File: src/rtl/assert_macros.svh
// Assertion macros for the allocator RTL.
// Define ASSERT_OFF to compile the checks out; depends on clk and arst_n in the user scope.
`ifndef ASSERT_MACROS_SVH
`define ASSERT_MACROS_SVH
`ifndef ASSERT_OFF
`define ASSERT_ALWAYS(label, expr, msg) \
	label: assert property (@(posedge clk) disable iff (!arst_n) (expr)) else $error(msg);
`define ASSERT_NEXT(label, ante, cons, msg) \
	label: assert property (@(posedge clk) disable iff (!arst_n) (ante) |=> (cons)) else $error(msg);
`else
`define ASSERT_ALWAYS(label, expr, msg)
`define ASSERT_NEXT(label, ante, cons, msg)
`endif
`endif

File: src/rtl/ptba_pkg.sv
// Package for the per-thread bump allocator: widths, codes, beat and record types, helpers.
// No dependencies; used by every RTL module of the block.
package ptba_pkg;

	localparam int ADDR_WIDTH      = 32;
	localparam int DEF_MAX_THREADS = 8;

	localparam int SIZE_W     = 24;
	localparam int TIDIN_W    = 3;
	localparam int CHUNK_W    = 21;
	localparam int TCNT_W     = 4;
	localparam int LEN_W      = 25;
	localparam int CNT_W      = 64;
	localparam int GROW_W     = 32;
	localparam int REG_IDX_W  = 2;
	localparam int CFG_DATA_W = 32;

	localparam int ALLOC_ALIGN = 4;
	localparam int SYS_ALIGN   = 4096;

	localparam logic REQ_INIT  = 1'b0;
	localparam logic REQ_ALLOC = 1'b1;

	localparam logic [1:0] KIND_BUMP = 2'd0;
	localparam logic [1:0] KIND_NEXT = 2'd1;
	localparam logic [1:0] KIND_GROW = 2'd2;

	localparam logic [REG_IDX_W-1:0] REG_HEAP_BASE    = 2'd0;
	localparam logic [REG_IDX_W-1:0] REG_HEAP_LIMIT   = 2'd1;
	localparam logic [REG_IDX_W-1:0] REG_THREAD_COUNT = 2'd2;
	localparam logic [REG_IDX_W-1:0] REG_CHUNK_BYTES  = 2'd3;

	localparam logic [ADDR_WIDTH-1:0] RST_HEAP_BASE    = 32'h0000_0000;
	localparam logic [ADDR_WIDTH-1:0] RST_HEAP_LIMIT   = 32'hFFFF_FFFF;
	localparam logic [TCNT_W-1:0]     RST_THREAD_COUNT = 4'd1;
	localparam logic [CHUNK_W-1:0]    RST_CHUNK_BYTES  = 21'd8192;

	typedef struct packed {
		logic               req_type;
		logic [TIDIN_W-1:0] thread_id;
		logic [SIZE_W-1:0]  req_size;
	} req_t;

	typedef struct packed {
		logic [ADDR_WIDTH-1:0] alloc_addr;
		logic                  ok;
		logic [1:0]            refill_kind;
		logic [CNT_W-1:0]      thread_used_bytes;
		logic [CNT_W-1:0]      thread_sys_bytes;
		logic [CNT_W-1:0]      total_heap_bytes;
		logic [GROW_W-1:0]     growth_count;
	} rsp_t;

	typedef struct packed {
		logic [ADDR_WIDTH-1:0] heap_base;
		logic [ADDR_WIDTH-1:0] heap_limit;
		logic [TCNT_W-1:0]     thread_count;
		logic [CHUNK_W-1:0]    chunk_bytes;
	} cfg_t;

	typedef struct packed {
		logic [ADDR_WIDTH-1:0] cur_base;
		logic [LEN_W-1:0]      cur_length;
		logic [LEN_W-1:0]      cur_offset;
		logic [ADDR_WIDTH-1:0] next_base;
		logic [LEN_W-1:0]      next_length;
		logic [CNT_W-1:0]      used_bytes;
		logic [CNT_W-1:0]      granted_bytes;
	} thread_rec_t;

	function automatic logic [LEN_W-1:0] round_alloc(input logic [SIZE_W-1:0] size);
		logic [LEN_W-1:0] s;
		s = LEN_W'(size) + LEN_W'(ALLOC_ALIGN - 1);
		return s & ~LEN_W'(ALLOC_ALIGN - 1);
	endfunction

	// top + amount stays within limit
	function automatic logic fits(input logic [ADDR_WIDTH-1:0] top,
		input logic [ADDR_WIDTH-1:0] amount, input logic [ADDR_WIDTH-1:0] limit);
		return (top <= limit) && (amount <= (limit - top));
	endfunction

endpackage

File: src/rtl/ptba_thread_mem.sv
// Per-thread interval and counter store: one write port, one registered read port.
// Depends on ptba_pkg for the record type.
module ptba_thread_mem #(
	parameter int DEPTH = ptba_pkg::DEF_MAX_THREADS,
	parameter int AW    = 3
) (
	input  logic                  clk,
	input  logic                  we,
	input  logic [AW-1:0]         waddr,
	input  ptba_pkg::thread_rec_t wdata,
	input  logic                  re,
	input  logic [AW-1:0]         raddr,
	output ptba_pkg::thread_rec_t rdata
);
	import ptba_pkg::*;

	thread_rec_t mem [DEPTH];

	always_ff @(posedge clk) begin
		if (we) begin
			mem[waddr] <= wdata;
		end
		if (re) begin
			rdata <= mem[raddr];
		end
	end

endmodule

File: config.mk
export PLATFORM = sky130hd
export DESIGN_NAME = ptba_thread_mem
export DESIGN_NICKNAME = d
export VERILOG_FILES = /design/src/rtl/assert_macros.svh /design/src/rtl/ptba_pkg.sv /design/src/rtl/ptba_thread_mem.sv
export SDC_FILE = /design/constraint.sdc
export NUM_CORES = 2
export LEC_CHECK = 0
export BUFFER_PORTS_ARGS = -buffer_cell sky130_fd_sc_hd__buf_2
export CAP_MARGIN = 20
export CORE_MARGIN = 5
export CORE_UTILIZATION = 25
export CTS_CLUSTER_DIAMETER = 200
export CTS_CLUSTER_SIZE = 12
export DETAILED_ROUTE_END_ITERATION = 8
export GPL_ROUTABILITY_DRIVEN = 1
export GPL_TIMING_DRIVEN = 0
export SLEW_MARGIN = 25
export SYNTH_ARGS = -nofsm -noshare
export SYNTH_HDL_FRONTEND = slang
export SYNTH_SLANG_ARGS = --single-unit
File: constraint.sdc
create_clock -name clk -period 40.4 [get_ports clk]
set_input_delay 2.02 -clock clk [delete_from_list [all_inputs] [get_ports clk]]
set_output_delay 2.02 -clock clk [all_outputs]
set_load 0.005 [all_outputs]
After elaboration in Yosys (flattened, before gate mapping)
Memories as Yosys holds them, arrays and structs flattened. A register that Yosys moved wholly into a read port is not among the register bits.
Index checks and enable logic that the tools add are counted.
{"block": "classes", "mux": 2}
{"op": "$mux 1", "count": 2}
{"block": "totals", "output_inout_bits": 267, "regBits": 0, "input_bits": 276, "elab_cells": 3, "n_memories": 1, "ram_bits": 2136}
{"memory": "mem", "words": 8, "word_bits": 267, "rd": 1, "rd_ports_with_merged_regs": 1, "write_ports": 1, "line": "ptba_thread_mem.sv:17", "source": "thread_rec_t mem [DEPTH];"}

Logic depth before layout (Yosys ltp)
{"block": "depth", "depth_word": 2, "mapped_depth": 6, "depth_no_buf": 2}

Worst setup path before layout
Ideal clock, no wire load.
{"block": "synth_path", "path_type": "input-to-reg", "from": "input port waddr[0]", "to": "memory mem[0][0] (netlist bit), enable pin", "setup_slack_ns": 18.830, "arrival_ns": 20.344, "path_buffers": 0, "required_time_ns": 39.174, "path_stages": 1, "setup_ns": 1.226, "path_cell_list": "nor3_1"}
{"element": "start: declaration", "line": "ptba_thread_mem.sv:9", "source": "input logic [AW-1:0] waddr,"}
{"element": "end: declaration", "line": "ptba_thread_mem.sv:17"}
No word-level cell before the write port.

Final worst setup path
{"block": "layout_path", "from": "input port waddr[2]", "to": "memory mem[0][40] (netlist bit), enable pin"}
No word-level cell before the write port.

==> reports/metrics.cfg <==
[die]
row_count = 218
die_h_um = 605.8
initial_utilization = 0.2512
die-area_um2 = 366900
core_area_um2 = 353200
dieWidth_um = 605.8
io_pins = 543

[sta]
period_needed_ns = 4.684
drv_slew = 0
final-hold-violation-count = 0
fin_crit_sh = 0.1159
whs_ns = 0.6934
rsz0062_at_grt = false
slew_headroom = 0.3004
setup_viol_count_final = 0
timing.fmax_mhz = 213.5
fin_worst_skew_ns = 0.08049
finalSetupTns_ns = 0
worst_slew_pin_slew_ns = 1.049

[cells_and_area]
regArea_um2 = 72160
fin_nets = 4635
drive_gt1_frac = 0.4356
fillers = 33563
area_delta_synth_final_pct = 21.17
final_cell_area_um2 = 107500
multi_input_area_um2 = 15790

[route]
dr.first_iter.drc_count = 3104
num_vias = 38985
wl_per_cell_um = 25.64
route.detailed.drc = 0
wirelength_mm = 234.7
drtPass1Iterations = 5
avgViaCountPerCell = 4.260
antenna_left = 0

[critical_path]
critPathMaxFanout = 8
cpMaxStageDelayCell = nor3_2
slowest_delay_ns = 0.59
critPathKind = primary input to flip-flop
path_cells = buf_2 -> nand2b_1 -> nor3_2 -> buf_4 -> buf_6 -> buf_4 -> buf_4 -> buf_4 -> buf_4 -> buf_4 -> buf_6 -> buf_4 -> buf_4 -> buf_4
required_ns = 40.98
cpMostUsedCell = buf_4
cp.arrival_ns = 5.26
worstSetupStartpointType = primary input
endpoint_kind = flip-flop

[yosys]
synth_common_cells = edfxtp_1 (2403), mux4_2 (534), mux2_4 (170)
synth_top_area_cell = edfxtp_1
ys_seq_elements = 2403
syn_inst = 3366
yosysSeqAreaShare = 0.8132
synth_fp_nets = 3642
avgSynthCellArea_um2 = 26.36
yosysMostFrequentCell = edfxtp_1
synth_edf_count = 2403
yosys.area.top_type_share = 0.8132
synthTopCellsByArea = edfxtp_1 (81%), mux4_2 (14%), mux2_4 (2.9%)
netlist_area_um2 = 88730
yosys_warnings = 0
synth_top_flop_cell = edfxtp_1
ys_async_sr_fraction = 0
synthDistinctLibCells = 13

[clocking]
clock-root-buffer = clkbuf_16
postCtsSetupRepairBufs = 0
clk_latency_ns = 0.92
cts_made_buffers = 222
clk_pin_slew_ns = 0.06
cts.path.max_buffers = 4
cts_resized = 0
htreeDepth = 4
ctsHoldBuffers = 0
numClockSinks = 2403
cts_tree = done

[grt]
grt_usage = 0.1247
grt_pass1_vias = 41515
grt_pass1_wl_mm = 326.1
antenna_found_initial = 113
grt_max_degree = 55
grt_remaining_overflow = 0

[pwr]
ir_drop_mv = 0.03937
p_per_area_nw_per_um2 = 47.12
power.leakage_nw = 34.64

[placement]
dp_hpwl_mm = 160.6
place_congestion = 0.7093
post_dp_cell_area_um2 = 101500
port_buffers = 539

[hold_path]
min_path_type = flip-flop to flip-flop

[status]
status = finished clean

[job]
cap_violations = 0

==> sequential cells by signal (all words and copies together), names as in the netlist <==
name / flops
mem: 2136
rdata: 267
==> final timing paths <==
check,from,endpoint,slack (ns),depth (start not counted)
setup / recovery,waddr[2],mem[0][40],35.72,14
hold / removal,mem[4][108],rdata[108],0.69,2
setup reg to reg,mem[4][34],rdata[34],38.94,2
hold reg to reg,mem[4][108],rdata[108],0.69,2
==> critical path: cells and delay by family <==
kind / cells / cell delay (ns)
and+or+nand+nor: 2 / 0.87
buffers and inverters: 12 / 2.33
==> layout by cell type (no fill, tap or decap) <==
cell          n
clkinv_16     7
inv_6         1
mux2_2       97
nand2b_1      3
nor2_4        6
mux2_4      170
nand2_1       2
buf_16       88
buf_12       38
buf_6        45
buf_4        83
inv_16        3
edfxtp_1   2403
mux4_2      534
clkbuf_1     42
clkbuf_16   223
clkinv_1      2
nor3_2        2
clkbuf_2     20
diode_2      49
buf_1        16
bufinv_16     1
buf_8         7
buf_2       580
==> area by class of cell <==
cell class	count	share of cell area
multi-input combinational	814	0.1468
timing repair buffer	769	0.06292
buffer	149	0.008088
antenna	49	0.001140
tap	4730	0.05504
clock inverter	14	0.002944
clock buffer	224	0.05194
sequential	2403	0.6711
==> routing by layer <==
metal,track usage,vias to the layer above,part of all wire
li1,-,16456,-
met2,0.2173,1057,0.51
met5,0,-,0.00097
met1,0.1499,20995,0.39
met4,0.05019,36,0.042
met3,0.02695,441,0.058
==> cells by family (layout without fill, tap and decap cells) <==
group                  Yosys count  count (layout)  share of synthesized area
buffers and inverters          149            1156                   0.009504
other                            0              49                          0
muxes                          801             801                     0.1766
DFF                           2403            2403                     0.8132
and+or+nand+nor                 13              13                  0.0006628
==> metrics by stage <==
| stage | total power, W | setup WS [ns] | utilization | cells |
|---|---|---|---|---|
| after CTS | 0.005154 | 35.72 | 0.3040 | 9102 |
| after global placement | 0.003280 | -5.297 | 0.2756 | 8635 |
| after detailed placement | 0.003261 | 34.73 | 0.2873 | 8864 |
| final | 0.005066 | 35.72 | 0.3044 | 9152 |
| after floorplan | 0.003101 | 18.83 | - | 3366 |
| after global routing | 0.005264 | 35.56 | 0.3042 | 9128 |
==> report_power, final <==
part / internal, W / switching, W / total [W]
combinational: 0.000152 / 0.000168 / 0.000320
clock: 0.000983 / 0.000888 / 0.00187
sequential: 0.00285 / 0.0000266 / 0.00288
Note: power is estimated with default switching activity, not from simulation.
